`config.mk`:
```
export PLATFORM = sky130hd
export DESIGN_NAME = bin_frame_deframer_unit
export DESIGN_NICKNAME = d
export VERILOG_FILES = /design/src/sv/bfd_pkg.sv /design/src/sv/bfd_input_stage.sv /design/src/sv/bfd_parser.sv /design/src/sv/bfd_output_stage.sv /design/src/sv/bin_frame_deframer_unit.sv
export SDC_FILE = /design/constraint.sdc
export NUM_CORES = 1
export LEC_CHECK = 0
export ABC_AREA = 1
export BUFFER_PORTS_ARGS = -buffer_cell sky130_fd_sc_hd__buf_2
export CORE_ASPECT_RATIO = 1.5
export CORE_UTILIZATION = 35
export CTS_BUF_LIST = sky130_fd_sc_hd__clkbuf_8
export DETAILED_ROUTE_END_ITERATION = 7
export PLACE_DENSITY_LB_ADDON = 0.05
export SYNTH_ARGS = -nofsm -noshare
export SYNTH_HDL_FRONTEND = slang
export SYNTH_HIERARCHICAL = 1
export SYNTH_SLANG_ARGS = --single-unit
```
`constraint.sdc`:
```
create_clock -name clock -period 2.45 [get_ports clock]
set_input_delay 0.1225 -clock clock [delete_from_list [all_inputs] [get_ports clock]]
set_output_delay 0.1225 -clock clock [all_outputs]
set_load 0.01 [all_outputs]
```
`src/sv/bfd_pkg.sv`:
```
// shared types and constants for the bin frame deframer
package bfd_pkg;

   localparam logic [7:0] CHAR_DOLLAR = 8'h24;
   localparam logic [7:0] CHAR_B      = 8'h42;
   localparam logic [7:0] CHAR_I      = 8'h49;
   localparam logic [7:0] CHAR_N      = 8'h4E;
   localparam logic [7:0] CHAR_CR     = 8'h0D;
   localparam logic [7:0] CHAR_LF     = 8'h0A;

   localparam int unsigned BYTE_W      = 8;
   localparam int unsigned LEN_W       = 16;
   localparam int unsigned REM_W       = 17;
   localparam int unsigned RSP_FIELD_W = 8 + 8 + 1 + 16;
   localparam int unsigned RSP_TDATA_W = ((RSP_FIELD_W + 7) / 8) * 8;

   localparam logic [REM_W-1:0] CHECKSUM_BYTES = 17'd2;

   typedef enum logic [3:0] {
      PH_HUNT   = 4'd0,
      PH_DOLLAR = 4'd1,
      PH_B      = 4'd2,
      PH_I      = 4'd3,
      PH_ID     = 4'd4,
      PH_ZERO   = 4'd5,
      PH_LEN_LO = 4'd6,
      PH_LEN_HI = 4'd7,
      PH_DATA   = 4'd8,
      PH_CR     = 4'd9,
      PH_LF     = 4'd10
   } phase_type;

   typedef enum logic {
      KIND_BYTE = 1'b0,
      KIND_END  = 1'b1
   } kind_type;

   typedef struct packed {
      kind_type          result_kind;
      logic [7:0]        frame_id;
      logic [7:0]        out_byte;
      logic              frame_good;
      logic [LEN_W-1:0]  payload_length;
   } result_type;

endpackage

```
`src/sv/bfd_input_stage.sv`:
```
// input register holding one received byte
module bfd_input_stage (
   input  logic                       clock,
   input  logic                       reset,
   input  logic                       req_tvalid,
   output logic                       req_tready,
   input  logic [bfd_pkg::BYTE_W-1:0] req_tdata,
   input  logic                       take,
   output logic                       held_valid,
   output logic [bfd_pkg::BYTE_W-1:0] held_byte
);

   logic                       valid_ff, valid_in;
   logic [bfd_pkg::BYTE_W-1:0] byte_ff, byte_in;
   logic                       accept;

   assign req_tready = !valid_ff || take;
   assign accept     = req_tvalid && req_tready;

   always_comb begin
      valid_in = valid_ff;
      byte_in  = byte_ff;
      if (accept) begin
         valid_in = 1'b1;
         byte_in  = req_tdata;
      end else if (take) begin
         valid_in = 1'b0;
      end
   end

   always_ff @(posedge clock) begin
      if (reset) begin
         valid_ff <= 1'b0;
      end else begin
         valid_ff <= valid_in;
      end
      byte_ff <= byte_in;
   end

   assign held_valid = valid_ff;
   assign held_byte  = byte_ff;

endmodule

```
`src/sv/bfd_parser.sv`:
```
// header hunt, payload pass-through and epilogue check state machine
module bfd_parser (
   input  logic                       clock,
   input  logic                       reset,
   input  logic                       step_valid,
   input  logic [bfd_pkg::BYTE_W-1:0] step_byte,
   input  logic                       step_fire,
   output logic                       emit,
   output bfd_pkg::result_type        result
);

   bfd_pkg::phase_type              phase_ff, phase_in;
   logic [7:0]                      id_ff, id_in;
   logic [bfd_pkg::LEN_W-1:0]       len_ff, len_in;
   logic [bfd_pkg::REM_W-1:0]       rem_ff, rem_in;
   logic [bfd_pkg::REM_W-1:0]       rem_dec;
   bfd_pkg::phase_type              restart;
   logic                            found;

   always_comb begin
      restart  = (step_byte == bfd_pkg::CHAR_DOLLAR) ? bfd_pkg::PH_DOLLAR : bfd_pkg::PH_HUNT;
      rem_dec  = rem_ff - 17'd1;
      phase_in = phase_ff;
      id_in    = id_ff;
      len_in   = len_ff;
      rem_in   = rem_ff;
      found    = 1'b0;
      result.result_kind    = bfd_pkg::KIND_BYTE;
      result.frame_id       = id_ff;
      result.out_byte       = 8'd0;
      result.frame_good     = 1'b0;
      result.payload_length = len_ff;
      case (phase_ff)
         bfd_pkg::PH_DOLLAR: begin
            phase_in = (step_byte == bfd_pkg::CHAR_B) ? bfd_pkg::PH_B : restart;
         end
         bfd_pkg::PH_B: begin
            phase_in = (step_byte == bfd_pkg::CHAR_I) ? bfd_pkg::PH_I : restart;
         end
         bfd_pkg::PH_I: begin
            phase_in = (step_byte == bfd_pkg::CHAR_N) ? bfd_pkg::PH_ID : restart;
         end
         bfd_pkg::PH_ID: begin
            id_in    = step_byte;
            phase_in = bfd_pkg::PH_ZERO;
         end
         bfd_pkg::PH_ZERO: begin
            if (step_byte == 8'd0) begin
               phase_in = bfd_pkg::PH_LEN_LO;
            end else if (id_ff == bfd_pkg::CHAR_DOLLAR && step_byte == bfd_pkg::CHAR_B) begin
               phase_in = bfd_pkg::PH_B;
            end else begin
               phase_in = restart;
            end
         end
         bfd_pkg::PH_LEN_LO: begin
            len_in   = {8'd0, step_byte};
            phase_in = bfd_pkg::PH_LEN_HI;
         end
         bfd_pkg::PH_LEN_HI: begin
            len_in   = {step_byte, len_ff[7:0]};
            rem_in   = {1'b0, step_byte, len_ff[7:0]} + bfd_pkg::CHECKSUM_BYTES;
            phase_in = bfd_pkg::PH_DATA;
         end
         bfd_pkg::PH_DATA: begin
            found           = 1'b1;
            result.out_byte = step_byte;
            rem_in          = rem_dec;
            if (rem_dec == '0) begin
               phase_in = bfd_pkg::PH_CR;
            end
         end
         bfd_pkg::PH_CR: begin
            if (step_byte == bfd_pkg::CHAR_CR) begin
               phase_in = bfd_pkg::PH_LF;
            end else begin
               found              = 1'b1;
               result.result_kind = bfd_pkg::KIND_END;
               phase_in           = restart;
            end
         end
         bfd_pkg::PH_LF: begin
            found              = 1'b1;
            result.result_kind = bfd_pkg::KIND_END;
            if (step_byte == bfd_pkg::CHAR_LF) begin
               result.frame_good = 1'b1;
               phase_in          = bfd_pkg::PH_HUNT;
            end else begin
               phase_in = restart;
            end
         end
         default: begin
            phase_in = restart;
         end
      endcase
      emit = step_valid && found;
   end

   always_ff @(posedge clock) begin
      if (reset) begin
         phase_ff <= bfd_pkg::PH_HUNT;
         id_ff    <= 8'd0;
         len_ff   <= '0;
         rem_ff   <= '0;
      end else if (step_fire) begin
         phase_ff <= phase_in;
         id_ff    <= id_in;
         len_ff   <= len_in;
         rem_ff   <= rem_in;
      end
   end

   a_emit_phase: assert property (@(posedge clock) disable iff (reset)
      emit |-> (phase_ff == bfd_pkg::PH_DATA || phase_ff == bfd_pkg::PH_CR ||
                phase_ff == bfd_pkg::PH_LF))
      else $error("result produced outside payload or epilogue");

   a_data_count: assert property (@(posedge clock) disable iff (reset)
      phase_ff == bfd_pkg::PH_DATA |-> rem_ff != '0)
      else $error("payload phase with no bytes left");

   a_len_load: assert property (@(posedge clock) disable iff (reset)
      (step_fire && phase_ff == bfd_pkg::PH_LEN_HI) |=>
         (phase_ff == bfd_pkg::PH_DATA && rem_ff >= bfd_pkg::CHECKSUM_BYTES))
      else $error("length load did not arm payload count");

endmodule

```
`src/sv/bfd_output_stage.sv`:
```
// result register feeding the output stream
module bfd_output_stage (
   input  logic                            clock,
   input  logic                            reset,
   input  logic                            load,
   input  bfd_pkg::result_type             result,
   output logic                            free,
   output logic                            rsp_tvalid,
   input  logic                            rsp_tready,
   output logic [bfd_pkg::RSP_TDATA_W-1:0] rsp_tdata,
   output logic [0:0]                      rsp_tuser
);

   logic                valid_ff, valid_in;
   bfd_pkg::result_type data_ff, data_in;

   assign free = !valid_ff || rsp_tready;

   always_comb begin
      valid_in = valid_ff;
      data_in  = data_ff;
      if (load) begin
         valid_in = 1'b1;
         data_in  = result;
      end else if (rsp_tready) begin
         valid_in = 1'b0;
      end
   end

   always_ff @(posedge clock) begin
      if (reset) begin
         valid_ff <= 1'b0;
      end else begin
         valid_ff <= valid_in;
      end
      data_ff <= data_in;
   end

   assign rsp_tvalid = valid_ff;
   assign rsp_tuser  = data_ff.result_kind;
   assign rsp_tdata  = {{(bfd_pkg::RSP_TDATA_W - bfd_pkg::RSP_FIELD_W){1'b0}},
                        data_ff.payload_length, data_ff.frame_good,
                        data_ff.out_byte, data_ff.frame_id};

endmodule

```
`src/sv/bin_frame_deframer_unit.sv`:
```
// top level of the bin frame deframer
// path: an accepted byte passes through the input register, then the result register, to its result item
// throughput: one byte per cycle, except that a byte that produces a result stalls while the result register is full
// reset: synchronous, active high; clears both stage valid bits and returns to hunting for '$'
// held id, length and byte count reset to zero
module bin_frame_deframer_unit (
   input  logic                            clock,
   input  logic                            reset,
   input  logic                            req_tvalid,
   output logic                            req_tready,
   input  logic [bfd_pkg::BYTE_W-1:0]      req_tdata,  // in_byte
   output logic                            rsp_tvalid,
   input  logic                            rsp_tready,
   output logic [bfd_pkg::RSP_TDATA_W-1:0] rsp_tdata,  // frame_id, out_byte, frame_good, payload_length
   output logic [0:0]                      rsp_tuser   // result_kind
);

   logic                       held_valid;
   logic [bfd_pkg::BYTE_W-1:0] held_byte;
   logic                       take;
   logic                       emit;
   logic                       free;
   bfd_pkg::result_type        result;

   assign take = held_valid && (!emit || free);

   bfd_input_stage u_input (
      .clock      (clock),
      .reset      (reset),
      .req_tvalid (req_tvalid),
      .req_tready (req_tready),
      .req_tdata  (req_tdata),
      .take       (take),
      .held_valid (held_valid),
      .held_byte  (held_byte)
   );

   bfd_parser u_parser (
      .clock      (clock),
      .reset      (reset),
      .step_valid (held_valid),
      .step_byte  (held_byte),
      .step_fire  (take),
      .emit       (emit),
      .result     (result)
   );

   bfd_output_stage u_output (
      .clock      (clock),
      .reset      (reset),
      .load       (take && emit),
      .result     (result),
      .free       (free),
      .rsp_tvalid (rsp_tvalid),
      .rsp_tready (rsp_tready),
      .rsp_tdata  (rsp_tdata),
      .rsp_tuser  (rsp_tuser)
   );

endmodule
```
==> impl_metrics.yaml, run 1 <==
critical_path:
  worstSetupStartpointType: "register"
  critPathMaxStageDelay_ps: 410
  reg2reg_slack_ps: 160
  worstPathRequired_ps: 2330
  worst_setup_path_end_kind: "output pin"
  cp_max_fo: 9
  r2r_end: "u_parser/len_ff[8]$_SDFFE_PP0P_"
  slowest_stage: "edfxtp_1"
  path_cells: "nor2_2 > nand3_2 > nor3_4 > o21ai_1 > o21a_1 > a21oi_2 > buf_6 > inv_2 > nand2_2 > buf_2"
  crit_family: "simple AND/OR/NAND/NOR gates"
  cp_data_arrival_time_ps: 2180
  r2r_start: "u_input/held_byte[5]$_DFFE_PP_"
  rr_worst_depth: 11
  path_class: "reg -> out"
  crit_buf_inv: 3
clock_network:
  clock_tree.root_cell: "clkbuf_8"
  cts_tree: "yes"
  clkTransAtPathRegs_ps: 100
  cts-htree-levels: 3
  clk-insertion-delay-late_ps: 370
  cts_inserted_buffers: 9
  clock_path_buffers: 2
  cts_num_sinks: 89
finish:
  fin_area_um2: 5280
  num_antenna_cells: 0
  n_fill_cell: 1263
  layout.nets: 628
  utilization_pct: 43.5
  instances_no_fill: 771
  drive_above_1_share_pct: 21.7
  syn_to_final_growth_pct: 19.3
logic_synthesis:
  synth_cell_types: 37
  syn_area_um2: 4420
  ys_warn_count: 6
  ys.flop_type: "dfxtp_1"
  synth_edf_count: 42
  synth.avg_cell_area_um2: 8.25
  ys_seq_area_share_pct: 49.8
  syn_inst: 536
  yosysTopAreaCell: "edfxtp_1"
  synth_top_cell_area_share_pct: 28.5
  ys_seq_elements: 89
  async_flop_share_pct: 0
  synth_area_leaders: "edfxtp_1, dfxtp_1, nand2_1"
drt:
  wl_met2_mm: 6.17
  drt_iter0_drc: 195
  post_drt_via_cell_ratio: 4.92
  avgRoutedWirePerCell_um: 15.3
  routed_wl_mm: 11.8
  wl_met1_mm: 4.99
  antenna_left: 0
  dr.pass1.iters: 4
  drc: 0
  highest_layer: "met4"
  vias: 3793
  wl_met3_um: 358
timing:
  finalHoldViolations: 0
  hold_ws_ps: 32.0
  final.setup.tns_ps: 0
  fin_crit_ps: 2300
  fin_crit_sh_pct: 93.8
  setup_viol_count_final: 0
  rsz0062_at_grt: "false"
  fin_skew_ps: 8.62
  slew_headroom_pct: 45.1
  drv_slew: 0
  max_slew.worst_pin.slew_ps: 822
  worst_slack_ps: 151
  max_freq_mhz: 435
job:
  cap_violations: 0
run_status:
  status: "finished, final reports clean"
global_routing:
  grt_pass1_wl_mm: 18.8
  grt_overflow: 0
  grt_max_degree: 36
  grt_pass1_vias: 3682
  antenna_found_initial: 0
  gr-usage-all-layers_pct: 18.9
die:
  ios: 55
  die_width_um: 93.8
  dieArea_um2: 13100
  die_y_um: 140
  num_rows: 49
  initial_core_util_pct: 36.4
  core_area_um2: 12100
placed_design:
  post-place-ws_ps: 1.15
  dp.cells: 743
  dpl_cell_area_um2: 4940
  io_buffers: 47
  place_congestion: 0.820
  place_hpwl_mm: 8.86
pwr:
  power_density_nw_per_um2: 591
  ir_drop_mv: 0.311
  power_mw: 3.12
  total_leakage_power_nw: 2.22
worst_hold_path:
  worstHoldEndpoint: "u_input/held_valid$_SDFFE_PP0P_"
  hp-start: "req_tvalid"
  whs_path_depth: 3
  min-delay-path-class: "in -> reg"
layer usage:
layer  vias up  global-route usage, %
met5         -                      0
met4         0                   6.72
met3        25                   2.68
met2        67                   34.1
met1      1764                   22.2
li1       1937                      -
registers in the layout, indices dropped and copies added, names as in the netlist:
register / cells
u_input/held_byte: 8
u_input/held_valid: 1
u_output/rsp_tdata: 33
u_output/rsp_tuser: 1
u_output/rsp_tvalid: 1
u_parser/id_ff: 8
u_parser/len_ff: 16
u_parser/phase_ff: 4
u_parser/rem_ff: 17
where the power goes:
group	total [mW]	internal, mW	switching (mW)
logic	0.500	0.173	0.327
registers	1.62	1.59	0.0317
clock network	0.996	0.396	0.600
cell type report:
cell class	instances	area, um^2	share of cell area [%]
well taps	153	191	3.63
repair buffers	83	554	10.5
clock inverters	7	71.3	1.35
multi-input cells	364	1880	35.7
inverters	66	248	4.70
clock buffers	9	124	2.35
flip-flops and latches	89	2200	41.7
cells by family after synthesis:
| family | count (synthesis) | synth area share (%) |
|---|---|---|
| flops | 89 | 49.8 |
| simple gates | 243 | 25.6 |
| other cells | 1 | 0.0848 |
| fa+ha+maj | 3 | 0.849 |
| buf+inv | 89 | 8.85 |
| xor+xnor | 9 | 1.78 |
| compound gates | 102 | 13.1 |
cells in the final DEF, fill, tap and decap left out, drive strengths merged:
master | Yosys | final
nand4 | 6 | 6
dfxtp | 47 | 47
dlygate4sd3 | 0 | 8
edfxtp | 42 | 42
nand3b | 3 | 3
ha | 3 | 3
inv | 63 | 66
xor2 | 8 | 8
clkinv | 3 | 5
a21oi | 50 | 50
xnor2 | 1 | 1
o21a | 1 | 1
buf | 16 | 75
o211ai | 7 | 7
nor2 | 80 | 80
o21ai | 30 | 30
a31oi | 4 | 4
o2111ai | 1 | 1
clkinvlp | 0 | 2
nor3 | 14 | 14
a221oi | 4 | 4
nand2 | 106 | 106
conb | 1 | 7
clkbuf | 7 | 9
nand3 | 27 | 27
a211oi | 5 | 5
nor4 | 7 | 7
tightest hold or removal path: stages:
cell,delay (ps)
buf_2,100
inv_1,80
a21oi_2,60
cell usage after synthesis (2+ instances only):
cell type and count:
buf_4 10, dfxtp_1 47, nor3_2 3, nor4_1 6, o21ai_0 24, nor2_1 70, edfxtp_1 42, nand2_1 94
nor3_1 11, a221oi_1 4, a21oi_1 47, nor2_8 2, nand4_1 6, inv_1 55, a31oi_1 4, clkbuf_1 7
clkinv_1 3, buf_2 4, buf_6 2, xor2_1 8, nor2_2 8, a211oi_1 5, nand3_1 26, o211ai_1 7
ha_1 3, nand2_2 9, a21oi_2 3, o21ai_1 6, nand2_4 3, nand3b_1 3, inv_2 8
worst max-delay path by stage:
| stage | start | endpoint | depth (start not counted) | slack (ps) |
|---|---|---|---|---|
| 6_report | u_input/held_byte[5]$_DFFE_PP_ | req_tready | 10 | 150 |
| 5_1_grt | u_input/held_byte[5]$_DFFE_PP_ | u_parser/len_ff[8]$_SDFFE_PP0P_ | 11 | 10 |
| 4_1_cts | u_input/held_byte[4]$_DFFE_PP_ | req_tready | 10 | 80 |
| 3_5_place_dp | u_input/held_byte[4]$_DFFE_PP_ | u_parser/len_ff[5]$_SDFFE_PP0P_ | 11 | 1 |
| 3_3_place_gp | u_input/held_byte[4]$_DFFE_PP_ | u_parser/len_ff[4]$_SDFFE_PP0P_ | 11 | 30 |
| 2_1_floorplan | u_input/held_byte[5]$_DFFE_PP_ | u_parser/len_ff[10]$_SDFFE_PP0P_ | 13 | 3 |
repair_timing:
action | CTS | global route
setup endpoints to repair | 3 | 22
pin swaps | 0 | 5
endpoints found under the hold margin | 8 | 0
setup buffers | 0 | 4
resized for setup | 2 | 6
hold buffers | 8 | 0
(Power assumes the default switching activity.)
==> run 2: changes to the inputs <==
--- a/config.mk
+++ b/config.mk
@@ -5,7 +5,6 @@
 export SDC_FILE = /design/constraint.sdc
 export NUM_CORES = 1
 export LEC_CHECK = 0
-export ABC_AREA = 1
 export BUFFER_PORTS_ARGS = -buffer_cell sky130_fd_sc_hd__buf_2
 export CORE_ASPECT_RATIO = 1.5
 export CORE_UTILIZATION = 35
==> run 2 against run 1 <==
Against the previous run:
- the run now ends with setup timing left
- setup slack lost 210 ps
- final cell count down 7.9%
- clock skew is 5.1 ps higher
- sequential share of layout area down 3.0 points
- worst hold slack improved by 13 ps
- clock-buffer cell count unchanged
- highest routed layer unchanged
- die area grew 0.39%
- synthesized cell count decreased by 13%
- clock power fell by 2.6%
==> impl_metrics.yaml, run 2 <==
finish:
  final_common_cell: "nor2_1"
  layout_common_cells: "nor2_1, dfxtp_1, buf_2"
  layout.nets: 564
  instances_no_fill: 710
  num_antenna_cells: 0
  utilization_pct: 45.6
  syn_to_final_growth_pct: 27.9
  n_fill_cell: 1228
  largest_register_ffs: 33
  drive_above_1_share_pct: 31.8
die:
  dieArea_um2: 13200
  ios: 55
  die_width_um: 94.0
  initial_core_util_pct: 35.7
  die_y_um: 140
  core_area_um2: 12400
  num_rows: 50
clock_network:
  cts_inserted_buffers: 9
  cts_tree: "yes"
  clock_tree.root_cell: "clkbuf_8"
  clock_path_buffers: 2
  clk-insertion-delay-late_ps: 370
  cts_num_sinks: 89
  cts-htree-levels: 3
  clkTransAtPathRegs_ps: 100
logic_synthesis:
  yosysMostFrequentCell: "nor2_1"
  ys_seq_area_share_pct: 49.6
  async_flop_share_pct: 0
  synth_top_cell_area_share_pct: 28.4
  synth_edf_count: 42
  synth.avg_cell_area_um2: 9.55
  ys_warn_count: 6
  synthTopCellsByCount: "nor2_1, dfxtp_1, edfxtp_1"
  syn_area_um2: 4440
  ys.flop_type: "dfxtp_1"
  ys_seq_elements: 89
  synth_cell_types: 69
  synth_area_leaders: "edfxtp_1, dfxtp_1, nor2_1"
  syn_inst: 465
  yosysTopAreaCell: "edfxtp_1"
pwr:
  power_density_nw_per_um2: 479
  ir_drop_mv: 0.325
  total_leakage_power_nw: 2.00
critical_path:
  rr_worst_depth: 11
  worstSetupStartpointType: "register"
  crit_buf_inv: 1
  cp_data_arrival_time_ps: 2790
  worstPathRequired_ps: 2730
  critPathMaxStageDelay_ps: 440
  path_cells: "nor4_4 > nor4b_4 > nor2_1 > o211a_1 > a21boi_2 > buf_6 > and4b_2 > o21ai_2 > a221oi_2 > nand4_1 > a22oi_1"
  r2r_start: "u_input/held_byte[6]$_DFFE_PP_"
  worst_setup_path_end_kind: "register"
  path_class: "reg -> reg"
  crit_family: "simple AND/OR/NAND/NOR gates"
  cp_max_fo: 7
  reg2reg_slack_ps: -60
  r2r_end: "u_parser/phase_ff[0]$_SDFFE_PP0P_"
  slowest_stage: "edfxtp_1"
global_routing:
  antenna_found_initial: 0
  grt_pass1_wl_mm: 20.1
  gr-usage-all-layers_pct: 20.3
  grt_max_degree: 51
  grt_pass1_vias: 3725
  grt_overflow: 0
drt:
  routed_wl_mm: 13.2
  antenna_left: 0
  drt_iter0_drc: 173
  post_drt_via_cell_ratio: 5.37
  dr.pass1.iters: 4
  drc: 0
  avgRoutedWirePerCell_um: 18.6
  vias: 3816
placed_design:
  place_congestion: 0.908
  dp.cells: 674
  post-place-ws_ps: -146
  place_hpwl_mm: 9.08
  io_buffers: 47
worst_hold_path:
  whs_path_depth: 3
  worstHoldEndpoint: "u_output/rsp_tvalid$_SDFFE_PP0P_"
  min-delay-path-class: "in -> reg"
  hp-start: "rsp_tready"
timing:
  max_slew.worst_pin.slew_ps: 1070
  rsz0062_at_grt: "true"
  max_freq_mhz: 399
  setup_viol_count_final: 16
  fin_crit_sh_pct: 102
  fin_crit_ps: 2510
  worst_slack_ps: -55.2
  fin_skew_ps: 13.7
  finalHoldViolations: 0
  slew_headroom_pct: 28.7
  drv_slew: 0
run_status:
  violations: "setup timing"
  status: "complete, but fails checks"
job:
  cap_violations: 0
run 2: cell count changes in the layout (fill, tap and decap cells not counted), sizes merged, moves of 6 or more:
cell | before | now
a21oi | 50 | 33
a22oi | 0 | 14
nor4b | 0 | 6
o211ai | 7 | 0
buf | 75 | 96
nand2 | 106 | 37
and2 | 0 | 8
inv | 66 | 19
nor2 | 80 | 56
nand3 | 27 | 16
run 2: cells by family after synthesis:
family                     synth area share (%)
and+or+nand+nor                            21.8
buffers and inverters                      7.04
xor gates and xnor gates                   2.76
muxes                                      1.13
adders and majority gates                 0.845
other                                    0.0844
DFF                                        49.6
AOI/OAI and AO/OA                          16.8
run 2: stage by stage:
step	TNS [ps]	area, um^2	hold slack, ps	total power, mW
after floorplan	-66.9	4480	185	1.70
after global placement	-148	4980	300	1.76
after detailed placement	-639	4980	301	1.76
after CTS	-126	5300	30.7	2.75
after global routing	-4560	5680	33.7	2.82
final	-222	5680	45.5	2.72
run 2: final cells by class:
class | count | area (um^2) | share of cell area, %
clock inverters | 7 | 65.1 | 1.15
inverters | 15 | 56.3 | 0.991
clock buffers | 9 | 124 | 2.18
well taps | 156 | 195 | 3.44
flip-flops and latches | 89 | 2200 | 38.8
repair buffers | 107 | 827 | 14.6
multi-input cells | 327 | 2210 | 38.9
run 2: worst max-delay path by stage:
stage / startpoint / to / cells after the start
2_1_floorplan: u_input/held_byte[6]$_DFFE_PP_ / u_parser/phase_ff[0]$_SDFFE_PP0P_ / 11
3_3_place_gp: u_input/held_byte[6]$_DFFE_PP_ / u_parser/phase_ff[0]$_SDFFE_PP0P_ / 11
3_5_place_dp: u_input/held_byte[6]$_DFFE_PP_ / u_parser/phase_ff[0]$_SDFFE_PP0P_ / 11
4_1_cts: u_input/held_byte[7]$_DFFE_PP_ / u_parser/phase_ff[0]$_SDFFE_PP0P_ / 11
5_1_grt: u_input/held_byte[6]$_DFFE_PP_ / u_parser/phase_ff[0]$_SDFFE_PP0P_ / 11
6_report: u_input/held_byte[6]$_DFFE_PP_ / u_parser/phase_ff[0]$_SDFFE_PP0P_ / 11
run 2: metal layers:
layer  GRT usage [%]  vias to the layer above  part of all wire [%]
met5               0                        -                     0
met2            37.8                       81                    56
met1            22.8                     1862                    39
met4            7.29                        0                   2.2
li1                -                     1855                     -
met3            2.99                       18                   2.5
run 2: power by group:
part | switching, mW | internal (mW)
Clock | 0.580 | 0.390
Combinational | 0.114 | 0.0735
Sequential | 0.00923 | 1.56
run 2: repair_timing:
| action | 4_1_cts | 5_1_grt |
|---|---|---|
| setup buffers | 2 | 8 |
| resized for setup | 6 | 77 |
| pin swaps | 6 | 18 |
| hold buffers | 9 | 0 |
| gates cloned | 0 | 3 |
| endpoints found under the hold margin | 9 | 0 |
| endpoints found under the setup margin | 23 | 53 |
run 2: tightest hold or removal path: stages:
cell      delay [ps]
buf_2             70
nand2b_4         130
a21oi_2           50
